===== config.mk =====
export PLATFORM = sky130hd
export DESIGN_NAME = pixel_write_combiner
export DESIGN_NICKNAME = d
export VERILOG_FILES = /design/src/design/pwc_pkg.sv /design/src/design/pwc_ram.sv /design/src/design/pwc_ctrl.sv /design/src/design/pwc_dp.sv /design/src/design/pixel_write_combiner.sv
export SDC_FILE = /design/constraint.sdc
export NUM_CORES = 1
export LEC_CHECK = 0
export BUFFER_PORTS_ARGS = -buffer_cell sky130_fd_sc_hd__buf_2
export CAP_MARGIN = 20
export CORE_UTILIZATION = 43
export DETAILED_ROUTE_END_ITERATION = 10
export GPL_TIMING_DRIVEN = 0
export HOLD_SLACK_MARGIN = 0.1
export PLACE_DENSITY = 0.72
export SYNTH_ARGS = -nofsm -noshare
export SYNTH_HDL_FRONTEND = slang
export SYNTH_SLANG_ARGS = --single-unit

===== constraint.sdc =====
create_clock -name clk_i -period 7.2 [get_ports clk_i]
set_clock_uncertainty 0.1 [all_clocks]
set_input_delay 0.36 -clock clk_i [delete_from_list [all_inputs] [get_ports clk_i]]
set_output_delay 0.36 -clock clk_i [all_outputs]
set_load 0.05 [all_outputs]

===== src/design/pwc_pkg.sv =====
// Package for the pixel write combiner: widths, result kinds, state codes, control structs.
// Used by pwc_ctrl, pwc_dp and the top level; depends on nothing.
package pwc_pkg;

  localparam int unsigned Buffers      = 2;
  localparam int unsigned BufferPixels = 16;
  localparam int unsigned BufW         = (Buffers > 1) ? $clog2(Buffers) : 1;
  localparam int unsigned IdxW         = (BufferPixels > 1) ? $clog2(BufferPixels) : 1;
  localparam int unsigned CntW         = 5;
  localparam int unsigned RamDepth     = Buffers * BufferPixels;
  localparam int unsigned AddrW        = $clog2(RamDepth);

  typedef enum logic [1:0] {
    KIND_HEADER = 2'd0,
    KIND_DATA   = 2'd1,
    KIND_SINGLE = 2'd2
  } kind_e;

  typedef enum logic [1:0] {
    DIR_NONE  = 2'd0,
    DIR_HORIZ = 2'd1,
    DIR_VERT  = 2'd2
  } dir_e;

  typedef enum logic [2:0] {
    ST_IDLE,
    ST_DECIDE,
    ST_HDR,
    ST_RD,
    ST_DATA,
    ST_SINGLE
  } state_e;

  // status from datapath to controller
  typedef struct packed {
    logic empty;      // current buffer empty
    logic hit;        // current buffer takes the pixel
    logic tried_all;  // all usable buffers tried
    logic used_zero;  // no buffers in use
    logic is_flush;   // held request is a flush action
    logic fl_done;    // flush scan finished
    logic more_pix;   // more pixels left to read out
    logic end_here;   // buffer being read out gives the request's final result
  } status_t;

  // commands from controller to datapath
  typedef struct packed {
    logic load;       // capture request
    logic store;      // write pixel into current buffer
    logic start_rd;   // start pixel readout of current buffer
    logic rd_next;    // step readout to the next pixel
    logic clear_adv;  // empty current buffer and advance ring
    logic fl_next;    // flush: next buffer
  } cmd_t;

  localparam int unsigned RegBufIdx = 0;
  localparam int unsigned RegFmtIdx = 1;

endpackage


===== src/design/pwc_ram.sv =====
// Generic simple dual-port RAM (one write port, one read port) with registered read.
// No dependencies.
module pwc_ram #(
  parameter int unsigned Width = 8,
  parameter int unsigned Depth = 16
) (
  input  logic                     clk_i,
  input  logic                     we_i,
  input  logic [$clog2(Depth)-1:0] waddr_i,
  input  logic [Width-1:0]         wdata_i,
  input  logic [$clog2(Depth)-1:0] raddr_i,
  output logic [Width-1:0]         rdata_o
);
  logic [Width-1:0] mem_q [Depth];

  always_ff @(posedge clk_i) begin
    if (we_i) begin
      mem_q[waddr_i] <= wdata_i;
    end
    rdata_o <= mem_q[raddr_i];
  end
endmodule


===== src/design/pwc_ctrl.sv =====
// Controller state machine for the pixel write combiner.
// Depends on pwc_pkg.
module pwc_ctrl (
  input  logic             clk_i,
  input  logic             rst_ni,
  input  logic             in_valid_i,
  output logic             in_ready_o,
  output logic             out_valid_o,
  input  logic             out_ready_i,
  output logic             out_last_o,
  output pwc_pkg::kind_e   out_kind_o,
  input  pwc_pkg::status_t st_i,
  output pwc_pkg::cmd_t    cmd_o
);
  pwc_pkg::state_e state_q, state_d;
  logic            take;

  assign take = out_ready_i;

  // next state
  always_comb begin
    state_d = state_q;
    unique case (state_q)
      pwc_pkg::ST_IDLE: begin
        if (in_valid_i) state_d = pwc_pkg::ST_DECIDE;
      end
      pwc_pkg::ST_DECIDE: begin
        if (st_i.is_flush) begin
          if (st_i.fl_done) state_d = pwc_pkg::ST_IDLE;
          else if (!st_i.empty) state_d = pwc_pkg::ST_HDR;
        end else if (st_i.used_zero || st_i.tried_all) begin
          state_d = pwc_pkg::ST_SINGLE;
        end else if (st_i.empty || st_i.hit) begin
          state_d = pwc_pkg::ST_IDLE;
        end else begin
          state_d = pwc_pkg::ST_HDR;
        end
      end
      pwc_pkg::ST_HDR: begin
        if (take) state_d = pwc_pkg::ST_RD;
      end
      pwc_pkg::ST_RD: state_d = pwc_pkg::ST_DATA;
      pwc_pkg::ST_DATA: begin
        if (take) state_d = st_i.more_pix ? pwc_pkg::ST_RD : pwc_pkg::ST_DECIDE;
      end
      pwc_pkg::ST_SINGLE: begin
        if (take) state_d = pwc_pkg::ST_IDLE;
      end
      default: state_d = pwc_pkg::ST_IDLE;
    endcase
  end

  // outputs
  always_comb begin
    cmd_o       = '0;
    in_ready_o  = 1'b0;
    out_valid_o = 1'b0;
    out_last_o  = 1'b0;
    out_kind_o  = pwc_pkg::KIND_HEADER;
    unique case (state_q)
      pwc_pkg::ST_IDLE: begin
        in_ready_o = 1'b1;
        cmd_o.load = in_valid_i;
      end
      pwc_pkg::ST_DECIDE: begin
        if (st_i.is_flush) begin
          if (!st_i.fl_done && st_i.empty) cmd_o.fl_next = 1'b1;
        end else if (!st_i.used_zero && !st_i.tried_all && (st_i.empty || st_i.hit)) begin
          cmd_o.store = 1'b1;
        end
      end
      pwc_pkg::ST_HDR: begin
        out_valid_o = 1'b1;
        cmd_o.start_rd = take;
      end
      pwc_pkg::ST_RD: ;
      pwc_pkg::ST_DATA: begin
        out_valid_o = 1'b1;
        out_kind_o  = pwc_pkg::KIND_DATA;
        // last pixel of the final buffer that this request reads out
        out_last_o  = !st_i.more_pix && st_i.end_here;
        cmd_o.rd_next = take;
        if (take && !st_i.more_pix) begin
          if (st_i.is_flush) cmd_o.fl_next = 1'b1;
          else cmd_o.clear_adv = 1'b1;
        end
      end
      pwc_pkg::ST_SINGLE: begin
        out_valid_o = 1'b1;
        out_last_o  = 1'b1;
        out_kind_o  = pwc_pkg::KIND_SINGLE;
      end
      default: ;
    endcase
  end

  always_ff @(posedge clk_i or negedge rst_ni) begin
    if (!rst_ni) begin
      state_q <= pwc_pkg::ST_IDLE;
    end else begin
      state_q <= state_d;
    end
  end

  a_ready_idle: assert property (@(posedge clk_i) disable iff (!rst_ni)
    in_ready_o |-> !out_valid_o) else $error("ready while result pending");
  a_rd_data: assert property (@(posedge clk_i) disable iff (!rst_ni)
    state_q == pwc_pkg::ST_RD |=> state_q == pwc_pkg::ST_DATA)
    else $error("read not followed by data");
  a_single_last: assert property (@(posedge clk_i) disable iff (!rst_ni)
    (out_valid_o && out_kind_o == pwc_pkg::KIND_SINGLE) |-> out_last_o)
    else $error("single pixel without last");
endmodule


===== src/design/pwc_dp.sv =====
// Datapath: run buffer descriptors, pixel RAM, hit test and result fields.
// Depends on pwc_pkg and pwc_ram.
module pwc_dp (
  input  logic             clk_i,
  input  logic             rst_ni,
  input  logic [1:0]       buf_cfg_i,
  input  logic             fmt_i,
  input  logic             action_i,
  input  logic [8:0]       pixel_x_i,
  input  logic [8:0]       pixel_y_i,
  input  logic [23:0]      pixel_color_i,
  input  pwc_pkg::cmd_t    cmd_i,
  input  pwc_pkg::kind_e   kind_i,
  output pwc_pkg::status_t st_o,
  output logic [8:0]       start_x_o,
  output logic [8:0]       start_y_o,
  output logic [8:0]       end_x_o,
  output logic [8:0]       end_y_o,
  output logic [4:0]       run_length_o,
  output logic [23:0]      color_out_o
);
  logic [8:0]  ox_q [pwc_pkg::Buffers];
  logic [8:0]  oy_q [pwc_pkg::Buffers];
  logic [4:0]  cnt_q [pwc_pkg::Buffers];
  logic [1:0]  dir_q [pwc_pkg::Buffers];
  logic [pwc_pkg::BufW-1:0] cur_q;
  logic [1:0]  tries_q;
  logic        act_q;
  logic [8:0]  x_q, y_q;
  logic [23:0] col_q;
  logic [4:0]  ridx_q;
  logic [1:0]  used;

  logic [pwc_pkg::BufW-1:0] bsel;
  logic [8:0]  bx, by;
  logic [4:0]  bc;
  logic [1:0]  bd;
  logic        hh, vh, hit;
  logic [8:0]  dxw, dyw;
  logic [1:0]  ndir;
  logic [8:0]  idx;
  logic        we;
  logic [pwc_pkg::AddrW-1:0] waddr, raddr;
  logic [23:0] rdata;
  logic [pwc_pkg::BufW-1:0] nxt;
  logic [8:0]  nbx, nby;
  logic [4:0]  nbc;
  logic [1:0]  nbd;
  logic        nhh, nvh, nx_hit, nx_take;
  logic        later_empty;

  assign used = (buf_cfg_i > 2'(pwc_pkg::Buffers)) ? 2'(pwc_pkg::Buffers) : buf_cfg_i;

  // a flush scans buffers by its own count; the ring position is left alone
  assign bsel = act_q ? tries_q[pwc_pkg::BufW-1:0] : cur_q;

  assign bx = ox_q[bsel];
  assign by = oy_q[bsel];
  assign bc = cnt_q[bsel];
  assign bd = dir_q[bsel];
  assign dxw = x_q - bx;
  assign dyw = y_q - by;

  // hit test against the current run
  always_comb begin
    hh = (y_q == by) && (x_q >= bx) && ({1'b0, x_q} <= {1'b0, bx} + 10'(bc));
    vh = (x_q == bx) && (y_q >= by) && ({1'b0, y_q} <= {1'b0, by} + 10'(bc));
    hit = 1'b0;
    if (bc < 5'(pwc_pkg::BufferPixels)) begin
      case (bd)
        pwc_pkg::DIR_NONE:  hit = hh || vh;
        pwc_pkg::DIR_HORIZ: hit = hh;
        pwc_pkg::DIR_VERT:  hit = vh;
        default:            hit = 1'b0;
      endcase
    end
  end

  // would the next buffer in the ring take the pixel
  always_comb begin
    nbx = ox_q[nxt];
    nby = oy_q[nxt];
    nbc = cnt_q[nxt];
    nbd = dir_q[nxt];
    nhh = (y_q == nby) && (x_q >= nbx) && ({1'b0, x_q} <= {1'b0, nbx} + 10'(nbc));
    nvh = (x_q == nbx) && (y_q >= nby) && ({1'b0, y_q} <= {1'b0, nby} + 10'(nbc));
    nx_hit = 1'b0;
    if (nbc < 5'(pwc_pkg::BufferPixels)) begin
      case (nbd)
        pwc_pkg::DIR_NONE:  nx_hit = nhh || nvh;
        pwc_pkg::DIR_HORIZ: nx_hit = nhh;
        pwc_pkg::DIR_VERT:  nx_hit = nvh;
        default:            nx_hit = 1'b0;
      endcase
    end
    nx_take = (nbc == '0) || nx_hit;
  end

  // every used buffer after the one being flushed is empty
  always_comb begin
    later_empty = 1'b1;
    for (int b = 0; b < pwc_pkg::Buffers; b++) begin
      if ((b > int'(tries_q)) && (b < int'(used)) && (cnt_q[b] != '0)) later_empty = 1'b0;
    end
  end

  // direction and index for a store (empty buffer: origin is the pixel, idx 0)
  always_comb begin
    ndir = bd;
    if (bc == '0) ndir = pwc_pkg::DIR_NONE;
    else if (bd == pwc_pkg::DIR_NONE) begin
      if (x_q > bx) ndir = pwc_pkg::DIR_HORIZ;
      else if (y_q > by) ndir = pwc_pkg::DIR_VERT;
    end
    idx = '0;
    if (bc != '0) begin
      if (ndir == pwc_pkg::DIR_HORIZ) idx = dxw;
      else if (ndir == pwc_pkg::DIR_VERT) idx = dyw;
    end
  end

  assign we    = cmd_i.store && (idx < 9'(pwc_pkg::BufferPixels));
  assign waddr = pwc_pkg::AddrW'(32'(cur_q) * pwc_pkg::BufferPixels
                 + 32'(idx[pwc_pkg::IdxW-1:0]));
  assign raddr = pwc_pkg::AddrW'(32'(bsel) * pwc_pkg::BufferPixels
                 + 32'(ridx_q[pwc_pkg::IdxW-1:0]));
  assign nxt   = ((32'(cur_q) + 1) >= 32'(used)) ? '0 : pwc_pkg::BufW'(32'(cur_q) + 1);

  pwc_ram #(.Width(24), .Depth(pwc_pkg::RamDepth)) u_ram (
    .clk_i  (clk_i),
    .we_i   (we),
    .waddr_i(waddr),
    .wdata_i(col_q),
    .raddr_i(raddr),
    .rdata_o(rdata)
  );

  // request capture, ring and descriptor updates
  always_ff @(posedge clk_i or negedge rst_ni) begin
    if (!rst_ni) begin
      for (int b = 0; b < pwc_pkg::Buffers; b++) begin
        ox_q[b]  <= '0;
        oy_q[b]  <= '0;
        cnt_q[b] <= '0;
        dir_q[b] <= pwc_pkg::DIR_NONE;
      end
      cur_q   <= '0;
      tries_q <= '0;
      act_q   <= 1'b0;
      ridx_q  <= '0;
    end else begin
      if (cmd_i.load) begin
        act_q   <= action_i;
        tries_q <= '0;
        if (32'(cur_q) >= pwc_pkg::Buffers) cur_q <= '0;
      end
      if (cmd_i.store) begin
        if (bc == '0) begin
          ox_q[cur_q] <= x_q;
          oy_q[cur_q] <= y_q;
        end
        dir_q[cur_q] <= ndir;
        if (we && (idx == 9'(bc))) cnt_q[cur_q] <= bc + 5'd1;
      end
      if (cmd_i.start_rd) ridx_q <= '0;
      if (cmd_i.rd_next) ridx_q <= ridx_q + 5'd1;
      if (cmd_i.clear_adv) begin
        cnt_q[cur_q] <= '0;
        dir_q[cur_q] <= pwc_pkg::DIR_NONE;
        cur_q        <= nxt;
        tries_q      <= tries_q + 2'd1;
      end
      if (cmd_i.fl_next) begin
        cnt_q[bsel] <= '0;
        dir_q[bsel] <= pwc_pkg::DIR_NONE;
        tries_q     <= tries_q + 2'd1;
      end
    end
  end

  // payload of the held request
  always_ff @(posedge clk_i) begin
    if (cmd_i.load) begin
      x_q   <= pixel_x_i;
      y_q   <= pixel_y_i;
      col_q <= fmt_i ? pixel_color_i : {8'h00, pixel_color_i[15:0]};
    end
  end

  // status
  always_comb begin
    st_o.empty     = (bc == '0);
    st_o.hit       = hit;
    st_o.tried_all = (tries_q >= used);
    st_o.used_zero = (used == '0);
    st_o.is_flush  = act_q;
    // the flush scan ends when every used buffer has been visited
    st_o.fl_done   = act_q && (tries_q >= used);
    st_o.more_pix  = (5'(ridx_q + 5'd1) < bc);
    // a write ends here when an untried buffer remains and the next buffer then takes the pixel
    st_o.end_here  = act_q ? later_empty
                   : ((({1'b0, tries_q} + 3'd1) < {1'b0, used}) && nx_take);
  end

  // result fields
  always_comb begin
    start_x_o    = '0;
    start_y_o    = '0;
    end_x_o      = '0;
    end_y_o      = '0;
    run_length_o = '0;
    color_out_o  = '0;
    case (kind_i)
      pwc_pkg::KIND_HEADER: begin
        start_x_o    = bx;
        start_y_o    = by;
        end_x_o      = (bd == pwc_pkg::DIR_HORIZ) ? bx + 9'(bc) - 9'd1 : bx;
        end_y_o      = (bd == pwc_pkg::DIR_VERT) ? by + 9'(bc) - 9'd1 : by;
        run_length_o = bc;
      end
      pwc_pkg::KIND_DATA: color_out_o = rdata;
      pwc_pkg::KIND_SINGLE: begin
        start_x_o   = x_q;
        start_y_o   = y_q;
        color_out_o = col_q;
      end
      default: ;
    endcase
  end

  a_cnt_max: assert property (@(posedge clk_i) disable iff (!rst_ni)
    cmd_i.store |=> cnt_q[$past(cur_q)] <= 5'(pwc_pkg::BufferPixels))
    else $error("run count beyond buffer size");
  a_no_mix: assert property (@(posedge clk_i) disable iff (!rst_ni)
    !(cmd_i.store && cmd_i.clear_adv)) else $error("store and flush together");
  a_load_tries: assert property (@(posedge clk_i) disable iff (!rst_ni)
    cmd_i.load |=> tries_q == '0) else $error("try count not cleared");
endmodule


===== src/design/pixel_write_combiner.sv =====
// Top level of the pixel write combiner: APB registers, controller, datapath.
// Depends on pwc_pkg, pwc_ctrl, pwc_dp, pwc_ram.
//
//  channel  | handshake                     | payload
//  ---------+-------------------------------+------------------------------------
//  input    | in_valid_i / in_ready_o       | action, pixel_x/y, pixel_color
//  output   | out_valid_o / out_ready_i     | kind, start/end x/y, length, colour
//  config   | psel/penable/pwrite, pready   | paddr, pwdata, prdata
//
// A write that hits or fills an empty buffer passes through IDLE and DECIDE. A miss
// adds a header result, then per stored pixel a RAM read (RD) and a result (DATA),
// also for a full 16-pixel run, as the RAM read is registered. Reset is
// asynchronous and active low; input waits while results are stalled.
module pixel_write_combiner (
  input  logic        clk_i,
  input  logic        rst_ni,
  input  logic        in_valid_i,
  output logic        in_ready_o,
  input  logic        action_i,
  input  logic [8:0]  pixel_x_i,
  input  logic [8:0]  pixel_y_i,
  input  logic [23:0] pixel_color_i,
  output logic        out_valid_o,
  input  logic        out_ready_i,
  output logic [1:0]  kind_o,
  output logic [8:0]  start_x_o,
  output logic [8:0]  start_y_o,
  output logic [8:0]  end_x_o,
  output logic [8:0]  end_y_o,
  output logic [4:0]  run_length_o,
  output logic [23:0] color_out_o,
  output logic        last_o,
  input  logic        psel,
  input  logic        penable,
  input  logic        pwrite,
  input  logic [2:0]  paddr,
  input  logic [31:0] pwdata,
  output logic [31:0] prdata,
  output logic        pready
);
  logic [1:0]       buf_q;
  logic             fmt_q;
  pwc_pkg::status_t st;
  pwc_pkg::cmd_t    cmd;
  pwc_pkg::kind_e   kind;

  assign pready = 1'b1;
  assign kind_o = kind;

  // register writes
  always_ff @(posedge clk_i or negedge rst_ni) begin
    if (!rst_ni) begin
      buf_q <= 2'd2;
      fmt_q <= 1'b0;
    end else if (psel && penable && pwrite) begin
      if (paddr[2] == 1'(pwc_pkg::RegFmtIdx)) fmt_q <= pwdata[0];
      else buf_q <= pwdata[1:0];
    end
  end

  always_comb begin
    prdata = '0;
    if (paddr[2] == 1'(pwc_pkg::RegFmtIdx)) prdata[0] = fmt_q;
    else prdata[1:0] = buf_q;
  end

  pwc_ctrl u_ctrl (
    .clk_i      (clk_i),
    .rst_ni     (rst_ni),
    .in_valid_i (in_valid_i),
    .in_ready_o (in_ready_o),
    .out_valid_o(out_valid_o),
    .out_ready_i(out_ready_i),
    .out_last_o (last_o),
    .out_kind_o (kind),
    .st_i       (st),
    .cmd_o      (cmd)
  );

  pwc_dp u_dp (
    .clk_i        (clk_i),
    .rst_ni       (rst_ni),
    .buf_cfg_i    (buf_q),
    .fmt_i        (fmt_q),
    .action_i     (action_i),
    .pixel_x_i    (pixel_x_i),
    .pixel_y_i    (pixel_y_i),
    .pixel_color_i(pixel_color_i),
    .cmd_i        (cmd),
    .kind_i       (kind),
    .st_o         (st),
    .start_x_o    (start_x_o),
    .start_y_o    (start_y_o),
    .end_x_o      (end_x_o),
    .end_y_o      (end_y_o),
    .run_length_o (run_length_o),
    .color_out_o  (color_out_o)
  );
endmodule

=== Word level (Yosys, flattened, before mapping) ===
Memories as Yosys holds them, arrays and structs flattened. A register that Yosys moved wholly into a read port is not among the register bits.
Index checks and enable logic that the tools add are counted.
W data, S select, Z words.

* Word-level logic and storage cells: 250
* Bits in writable memories: 768
* Memories kept: 1
* Output and inout port bits: 103
* Input bits: 85
* Flip-flop bits (word level): 107

{| class="wikitable"
|+ Memory list
! name !! depth !! bits a word !! rd ports !! clocked after memory_dff !! write ports !! line !! source
|-
| u_dp.u_ram.mem_q || 32 || 24 || 1 || 1 || 1 || pwc_ram.sv:14 || <nowiki>logic [Width-1:0] mem_q [Depth];</nowiki>
|}

* Bitwise gates (word level): 12
* Multiplexer cells: 105
* Equality and inequality tests: 23
* Reduce and logical (&&, ||, !) cells: 48
* $add $sub $neg: 17
* $lt $le $gt $ge: 25

{| class="wikitable"
|+ Operators with widths
! kind !! count
|-
| $mux W9 || 20
|-
| $mux W5 || 11
|-
| $pmux W24 S2 || 1
|-
| $add A9 B5 Y10 || 4
|-
| $le A9 B10 Y1 || 4
|-
| $mux W10 || 4
|-
| $mux W2 || 20
|-
| $bwmux W18 || 2
|-
| $eq A9 B9 Y1 || 4
|-
| $ge A9 B9 Y1 || 4
|-
| $pmux W9 S2 || 2
|-
| $ge A32 B2 Y1 || 1
|-
| $mux W3 || 8
|-
| $logic_and A1 B1 Y1 || 23
|-
| $mux W1 || 21
|-
| $and A10 B10 Y10 || 2
|-
| $not A10 Y10 || 2
|-
| $add A9 B5 Y9 || 2
|-
| $gt A9 B9 Y1 || 2
|-
| $pmux W3 S6 || 1
|-
| $sub A9 B1 Y9 const B || 2
|-
| $sub A9 B9 Y9 || 2
|-
| $mux W4 || 3
|-
| $add A5 B1 Y5 const B || 2
|-
| other kinds (45) || 83
|}

=== Depth between registers and ports, before layout ===
Gate-level depths: netlist (run 1).

* Depth after elaboration: 24
* Depth in mapped cells: 28
* Depth with buffers taken out: 23

=== By module ===
A second synthesis (run 1) with hierarchy kept.

* Cell total of the unflattened synthesis: 2869
* Area total of the unflattened synthesis: 41004.3 µm²

{| class="wikitable"
|+ By module, submodules not included
! module !! area an instance (µm²) !! instances !! cells each
|-
| pwc_ram || 30480.5 || 1 || 1711
|-
| pwc_dp || 9754.4 || 1 || 1071
|-
| pixel_write_combiner || 407.9 || 1 || 43
|-
| pwc_ctrl || 361.6 || 1 || 44
|}

=== Worst setup path before layout (run 1) ===
OpenSTA, ideal clock, no wires.

* Path type: register to register
* Start point: register u_dp.act_q
* End point: memory u_dp.u_ram.mem_q[24][0] (enable)
* Cell stages (with the launch flop): 27
* Setup time: 0.405 ns
* Required time: 6.695 ns
* Arrival time: 6.600 ns
* Clock period less this slack: 7.105 ns
* Setup slack: 0.095 ns
* Cells stage by stage: dfrtp_1 buf_4 mux2i_4 buf_2 buf_1 buf_1 buf_1 mux2i_1 ha_1 ha_1 nor2_1 o21bai_1 a21oi_1 nor2b_1 o21a_1 xnor2_1 ha_1 nand4_1 o32a_1 o21ai_0 a21oi_1 o31ai_1 o211ai_1 nor4_1 nand2b_1 clkbuf_1 nor2_1

* Longest elaborated chain between the ends: 19

{| class="wikitable"
|+ Ends and longest elaborated chain
! item !! line !! source
|-
| from (decl) || pwc_dp.sv:28 || <nowiki>logic act_q;</nowiki>
|-
| from (signal assigned) || pwc_dp.sv:153 || <nowiki>act_q <= action_i;</nowiki>
|-
| $mux W1 || pwc_dp.sv:55 || <nowiki>assign bsel = act_q ? tries_q[pwc_pkg::BufW-1:0] : cur_q;</nowiki>
|-
| $not A1 Y2 (implied by the code) || n/a ||
|-
| $mux W9 (implied by the code), or another cell as far along (3 in a row) || pwc_dp.sv:57 || <nowiki>assign bx = ox_q[bsel];</nowiki>
|-
| $add A9 B5 Y10, or another cell as far along || pwc_dp.sv:66 || <nowiki>hh = (y_q == by) && (x_q >= bx) && ({1'b0, x_q} <= {1'b0, bx} + 10'(bc));</nowiki>
|-
| $le A9 B10 Y1, or another cell as far along || pwc_dp.sv:66 ||
|-
| $logic_and A1 B1 Y1 (on tied branches) || pwc_dp.sv:66, pwc_dp.sv:67 ||
|-
| $logic_or A1 B1 Y1 || pwc_dp.sv:71 || <nowiki>pwc_pkg::DIR_NONE: hit = hh || vh;</nowiki>
|-
| $pmux W1 S3 || pwc_dp.sv:70 || <nowiki>case (bd)</nowiki>
|-
| $mux W1 || pwc_dp.sv:69 || <nowiki>if (bc < 5'(pwc_pkg::BufferPixels)) begin</nowiki>
|-
| $logic_or A1 B1 Y1 || pwc_ctrl.sv:68 || <nowiki>end else if (!st_i.used_zero && !st_i.tried_all && (st_i.empty || st_i.hit)) begin</nowiki>
|-
| $logic_and A1 B1 Y1 || pwc_ctrl.sv:68 ||
|-
| $mux W1 || pwc_ctrl.sv:68 ||
|-
| $mux W1 || pwc_ctrl.sv:66 || <nowiki>if (st_i.is_flush) begin</nowiki>
|-
| $mux W1 || pwc_ctrl.sv:60 || <nowiki>unique case (state_q)</nowiki>
|-
| $logic_and A1 B1 Y1 || pwc_dp.sv:122 || <nowiki>assign we = cmd_i.store && (idx < 9'(pwc_pkg::BufferPixels));</nowiki>
|-
| $mux W1 || pwc_ram.sv:17 || <nowiki>if (we_i) begin</nowiki>
|-
| $mux W1 (implied by the code) || pwc_ram.sv:18 || <nowiki>mem_q[waddr_i] <= wdata_i;</nowiki>
|-
| to (decl) || pwc_ram.sv:14 ||
|}

Several ways; a longest one is shown, not always the timed one. The select of a mux whose other input is x is not followed.

=== Worst setup path in the final report (run 1) ===
* Start point: register u_dp.act_q
* End point: memory u_dp.u_ram.mem_q[30][2] (enable)

Same word-level chain as after synthesis.

==> metrics.md, run 1 <==
| Metric | Value |
|---|---|
| Post-synth ARST share | 7.23% |
| Mapped Area | 40,300 um2 |
| Setup violations, final | 0 |
| Via density | 6.03 |
| Setup Slack @ Placement | -2.24 ns |
| Final Critical Period | 6.82 ns |
| Max_cap viols | 0 |
| Post-synth EDFFs | 810 |
| Avg WL per Cell | 28.9 um |
| Commonest non-fill, non-tap cells in the layout | edfxtp_1 (810), mux4_2 (240), ha_1 (135), buf_2 (127), mux2_2 (94) |
| Worst setup EP type | register |
| Post-synthesis cell type count | 78 |
| Max_slew headroom | 19.2% |
| Leak pwr | 16.9 nW |
| Critical Path AT | 7.05 ns |
| Largest cells by area after synthesis | edfxtp_1 (60%), mux4_2 (13%), ha_1 (4.2%) |
| Yosys reg bits | 899 |
| Antenna-violating nets left | 0 |
| HPWL Detailed | 73,400 um |
| Clock root buffer | clkbuf_16 |
| Drt pass-1 iters | 8 |
| Met2 WL | 58,500 um |
| DR top layer | met4 |
| Gr ovfl total | 0 |
| Wl on met1 | 43,600 um |
| Primary FF master, synth | edfxtp_1 |
| Placed cells | 3,762 |
| Drt total wl | 118,000 um |
| CTS clock-pin slew for the worst setup and hold paths | 0.06 ns |
| DIE WIDTH | 308 um |
| Status | complete, no violations |
| Largest net degree at the start of global routing | 66 |
| Worst setup margin | 0.382 ns |
| Core Footprint | 92,200 um2 |
| # nets final | 2,992 |
| Die Y | 308 um |
| Initial core utilization | 43.7% |
| Worst hold path class | in2async |
| CTS buffer count | 88 |
| Routability cong. | 0.946 |
| Global-route wire length before repair | 168,000 um |
| Vias | 24,600 |
| Endpoints failing hold | 0 |
| GRT Util Overall | 24.6% |
| Initial DRC count | 3,079 |
| Fin. max-slew vios | 0 |
| Tot Pwr | 0.0209 W |
| Multi-input gate area | 13,500 um2 |
| Sequential cell area fraction in the yosys report | 65.5% |
| Worst-Margin Slew | 1.21 ns |
| Layout cell share with drive strength beyond 1 | 28.8% |
| Layout Area Growth over Synthesis | 19.8% |
| Port Buf Inserts | 124 |
| Kind of critical path | reg2reg |
| Clock Latency Late Sink | 0.68 ns |
| Startpoint Class | register |
| Fill cells | 7,283 |
| Ys Warns | 0 |
| Vias in the first global route | 24,600 |
| IO Pins | 188 |
| CTS tree | yes |
| IR drop worst, VDD | 0.261 mV |
| Leading area contributor after synthesis | edfxtp_1 |
| # rows | 111 |
| Register Area | 26,400 um2 |
| Worst EP required | 7.43 ns |
| Longest Clk Path Bufs | 3 |
| Max frequency | 147 MHz |
| DRC Markers | 0 |
| Die area | 95,000 um2 |
| Placed Area | 43,300 um2 |
| Fin crit share | 94.7% |
| Design Area, Final | 48,300 um2 |
| Max FO, Critical Path | 23 |
| Cell Count, Final, Fillers Out | 4,082 |
| Synth top area share | 60.3% |
| RSZ-0062 raised after global routing | no |
| P per Cell Area | 433 nW/um2 |
| Met3 wire length | 10,400 um |
| Synth Instances | 2,342 |
| Max H-tree Level | 3 |
| Clk sinks | 899 |
| Avg Inst Size Synth | 17.2 um2 |
| Most common cell after layout, fill and taps aside | edfxtp_1 |
| Initial antenna violation count | 1 |
-- flip-flops by register name, summed over array words and instances (netlist names), 4 cells and up --
| register | flops |
|---|---|
| u_dp.cnt_q | 10 |
| u_dp.col_q | 24 |
| u_dp.dir_q | 4 |
| u_dp.ox_q | 18 |
| u_dp.oy_q | 18 |
| u_dp.ridx_q | 5 |
| u_dp.u_ram.mem_q | 768 |
| u_dp.u_ram.rdata_o | 24 |
| u_dp.x_q | 9 |
| u_dp.y_q | 9 |
-- area by class of cell --
class                           count  share of cell area (%)
Sequential cell                   899                    54.7
Multi-Input combinational cell   1268                    28.0
Antenna cell                        1                 0.00518
Timing Repair Buffer              290                    5.93
Tap cell                         1243                    3.22
Clock buffer                      110                    4.90
Buffer                            129                    1.32
Inverter                           89                   0.691
Clock inverter                     53                    1.19
-- kinds of logic (layout without fill, tap and decap cells) --
group / after synthesis / in the layout / share of synthesized area (%)
DFF: 899 / 899 / 65.5
muxes: 356 / 356 / 16.6
and+or+nand+nor: 371 / 387 / 4.59
xor gates and xnor gates: 55 / 55 / 1.23
buffers and inverters: 220 / 671 / 2.35
AOI/OAI and AO/OA: 296 / 296 / 5.10
adders and majority gates: 143 / 143 / 4.56
other: 2 / 32 / 0.0186
-- through the flow --
step / utilization [%] / setup TNS [ns] / hold WS [ns]
after floorplan: - / 0 / -0.0356
after global placement: 46.2 / -2345.85 / 0.380
after detailed placement: 47.0 / -1457.62 / 0.392
after CTS: 51.8 / 0 / 0.258
after global routing: 52.4 / 0 / 0.277
final: 52.4 / 0 / 0.292
-- synthesized netlist by cell type, types with 8 or more instances --
cell / n
edfxtp_1: 810
mux4_2: 240
ha_1: 135
nor2_1: 107
mux2_2: 94
inv_1: 88
nand2_1: 76
clkbuf_1: 75
dfrtp_1: 64
a21oi_1: 60
o21ai_0: 49
a22oi_1: 48
nor2b_1: 41
buf_4: 32
xnor2_1: 30
nand3_1: 27
nor3_1: 26
a21o_1: 24
dfxtp_1: 24
xor2_1: 23
buf_1: 22
nand2b_1: 22
mux2i_1: 21
and2_1: 20
nand4_1: 14
o211ai_1: 14
o211a_1: 13
a31oi_1: 11
o21a_1: 11
a211oi_1: 9
and3_1: 8
-- path summary, 6_finish.rpt --
| path | from | end | slack (ns) | cells after the start |
|---|---|---|---|---|
| worst max-delay path | u_dp.act_q | u_dp.u_ram.mem_q[30][2] | 0.38 | 27 |
| worst min-delay path | rst_ni | u_dp.oy_q[6] | 0.29 | 2 |
| worst max register to register | u_dp.act_q | u_dp.u_ram.mem_q[30][2] | 0.38 | 27 |
| worst min register to register | u_dp.oy_q[1] | u_dp.oy_q[1] | 0.41 | 2 |
| max in group asynchronous | rst_ni | u_dp.dir_q[2] | 6.09 | 2 |
| min in group clk_i | pixel_color_i[9] | u_dp.col_q[9] | 0.29 | 2 |
-- per-layer routing --
| metal | vias to the layer above | track usage [%] |
|---|---|---|
| met1 | 12600 | 30.9 |
| met4 | 0 | 10.5 |
| met3 | 309 | 4.80 |
| met2 | 1554 | 41.6 |
| li1 | 10200 | - |
| met5 | - | 0 |
-- what timing repair did --
action                                  in CTS  in global routing
hold buffers                                52                  0
endpoints found under the setup margin     786                778
pin swaps                                   40                  3
setup buffers                               59                  8
hold endpoints to repair                   114                  0
gates cloned                                16                  0
gates resized for setup                     38                  9
-- power breakdown --
part	total (W)	internal (W)	switching [W]
clock network	0.00468	0.00262	0.00206
registers	0.00645	0.00611	0.000340
logic	0.00976	0.00378	0.00599
total	0.0209	0.0125	0.00839
-- critical path, cell delays in order, from the launching register on --
cell and delay [ns]:
dfrtp_1 0.32, buf_4 0.21, mux2i_4 0.34, buf_4 0.35
buf_2 0.37, mux2_2 0.46, inv_1 0.15, ha_1 0.26
ha_1 0.22, o21a_1 0.19, o21ai_0 0.15, nand2b_1 0.10
and2_1 0.20, o211ai_1 0.21, xnor2_1 0.11, ha_1 0.21
nor3_1 0.23, o2111a_1 0.24, a311oi_1 0.08, o31ai_1 0.31
o211ai_1 0.21, buf_4 0.19, nor4_4 0.23, buf_4 0.19
buf_4 0.14, nand2_8 0.18, nor2_4 0.24, buf_12 0.23
(Power assumes the default switching activity.)
==> run 2: changes to the inputs <==
- SETUP_SLACK_MARGIN: unset -> 0.5
==> run 2 against run 1 <==
  * Setup slack gained 0.41 ns
  * Sequential cell count stayed put
  * Worst hold slack worse by 0.026 ns
  * Fmax grew 6.3%
  * Sequential power increased by 0.9%
  * Critical endpoint is now u_dp.u_ram.mem_q[5][6]
  * Largest power group unchanged
==> metrics.md, run 2 (synthesis gave the netlist of run 1 again) <==
| Metric | Value |
|---|---|
| # rows | 111 (unchanged) |
| CTS clock-pin slew for the worst setup and hold paths | 0.06 ns (about the same) |
| IR drop worst, VDD | 0.297 mV (+14%) |
| Status | complete, no violations |
| Final Critical Period | 6.41 ns (-0.407 ns) |
| Max_cap viols | 0 (unchanged) |
| Endpoints failing hold | 0 (unchanged) |
| Via density | 5.95 (-1.2%) |
| Initial antenna violation count | 2 (+1) |
| Fin crit share | 89.0% (-5.6 points) |
| Clk sinks | 899 (unchanged) |
| Longest Clk Path Bufs | 3 (unchanged) |
| Largest net degree at the start of global routing | 66 (unchanged) |
| Layout Area Growth over Synthesis | 20.1% |
| Clock root buffer | clkbuf_16 |
| Global-route wire length before repair | 165,000 um (-1.5%) |
| Max H-tree Level | 3 (unchanged) |
| DRC Markers | 0 (unchanged) |
| Avg WL per Cell | 28.4 um (-1.7%) |
| Setup Slack @ Placement | -2.31 ns (-0.0691 ns) |
| Register with the most flip-flops | u_dp.u_ram.mem_q |
| Die Y | 308 um (unchanged) |
| Critical Path AT | 6.72 ns (-0.33 ns) |
| Clock Latency Late Sink | 0.68 ns (about the same) |
| Max FO, Critical Path | 12 (-48%) |
| Startpoint Class | register |
| Antenna-violating nets left | 0 (unchanged) |
| Setup violations, final | 0 (unchanged) |
| Commonest non-fill, non-tap cells in the layout | edfxtp_1 (810), mux4_2 (240), ha_1 (135), buf_2 (124), mux2_2 (93) |
| Worst EP required | 7.51 ns (+0.08 ns) |
| P per Cell Area | 432 nW/um2 (-0.19%) |
| Worst-Margin Slew | 1.26 ns (+0.0501 ns) |
| Fin. max-slew vios | 0 (unchanged) |
| CP top delay family | compound AO/OA/AOI/OAI gates |
| Leak pwr | 16.9 nW (+0.21%) |
| Worst hold path class | in2async |
| RSZ-0062 raised after global routing | no |
| CTS tree | yes |
| Gr ovfl total | 0 (unchanged) |
| Vias in the first global route | 24,500 (-0.37%) |
| Kind of critical path | reg2reg |
| GRT Util Overall | 24.4% (-0.26 points) |
| Drt total wl | 116,000 um (-1.5%) |
| DIE WIDTH | 308 um (unchanged) |
| Buffers & Inverters on Critical Path | 9 (+1) |
| Initial DRC count | 2,730 (-11%) |
| Drt pass-1 iters | 7 (-1) |
| Initial core utilization | 43.7% (unchanged) |
| Layout cell share with drive strength beyond 1 | 29.5% (+0.74 points) |
| Vias | 24,300 (-1.1%) |
| Slowest cell on the critical path | dfrtp_1 |
| Die area | 95,000 um2 (unchanged) |
| CTS buffer count | 89 (+1.1%) |
| Max stage delay on crit path | 0.34 ns (-0.12 ns) |
| Port Buf Inserts | 124 (unchanged) |
| Core Footprint | 92,200 um2 (unchanged) |
| HPWL Detailed | 73,000 um (-0.64%) |
| Max frequency | 156 MHz (+6.3%) |
| FF-to-FF setup slack | 0.79 ns (+0.41 ns) |
| IO Pins | 188 (unchanged) |
| Worst setup margin | 0.789 ns (+0.407 ns) |
| Routability cong. | 0.936 (-1.1%) |
| Biggest regs | u_dp.u_ram.mem_q (768), u_dp.col_q (24), u_dp.u_ram.rdata_o (24) |
| Most common cell after layout, fill and taps aside | edfxtp_1 |
| Final core utilization | 52.5% (+0.13 points) |
| Max_slew headroom | 15.8% (-3.3 points) |
| Worst setup EP type | register |
| Max FFs per register | 768 (unchanged) |
| # nets final | 2,996 (+0.13%) |
-- run 2: worst paths after layout --
check / startpoint / to / cells past startpoint
min in group clk_i: pixel_color_i[8] / u_dp.col_q[8] / 2
min reg2reg: u_dp.oy_q[0] / u_dp.oy_q[0] / 2
max in group asynchronous: rst_ni / u_ctrl.state_q[2] / 2
max reg2reg: u_dp.act_q / u_dp.u_ram.mem_q[5][6] / 30
min: rst_ni / u_dp.oy_q[16] / 2
max: u_dp.act_q / u_dp.u_ram.mem_q[5][6] / 30
-- run 2: layer usage --
metal	GRT usage, %	share of wire (%)	up-vias
met5	0	0.010	-
met4	11.4	4.9	2
met3	5.41	9.7	308
met2	40.6	49	1458
met1	30.2	36	12400
li1	-	-	10200
-- run 2: power breakdown --
| part | switching [W] | internal, W | total [W] | leakage (nW) |
|---|---|---|---|---|
| registers | 0.000391 | 0.00612 | 0.00651 | 8.33 |
| logic | 0.00600 | 0.00379 | 0.00979 | 7.17 |
| clock network | 0.00204 | 0.00258 | 0.00462 | 1.43 |
| total | 0.00843 | 0.0125 | 0.0209 | 16.9 |
-- run 2: timing repair --
item,CTS,global route
setup endpoints to repair,791,778
resized for setup,52,27
endpoints found under the hold margin,114,0
gates cloned,16,0
hold buffers,52,0
pin swaps,42,11
buffers inserted,69,8
-- run 2: layout make-up --
cell class	instances	area, um2
antenna	3	7.51
buffer	131	707
clock buffer	117	2450
clock inverter	46	472
fill	7209	43800
inverter	89	338
multi-input combinational	1267	13600
sequential	899	26400
tap	1243	1560
timing repair buffer	292	2880
-- run 2: stage by stage --
step / cell area (um2) / cells / hold WS, ns / TNS, ns / total power [W]
6_report: 48400 / 4087 / 0.266 / 0 / 0.0209
5_1_grt: 48400 / 4084 / 0.268 / 0 / 0.0218
4_1_cts: 48100 / 4065 / 0.260 / 0 / 0.0207
3_5_place_dp: 43400 / 3765 / 0.396 / -1513.49 / 0.0158
3_3_place_gp: 42700 / 3738 / 0.380 / -2071.05 / 0.0154
2_1_floorplan: 40500 / 2371 / -0.0356 / 0 / 0.0129
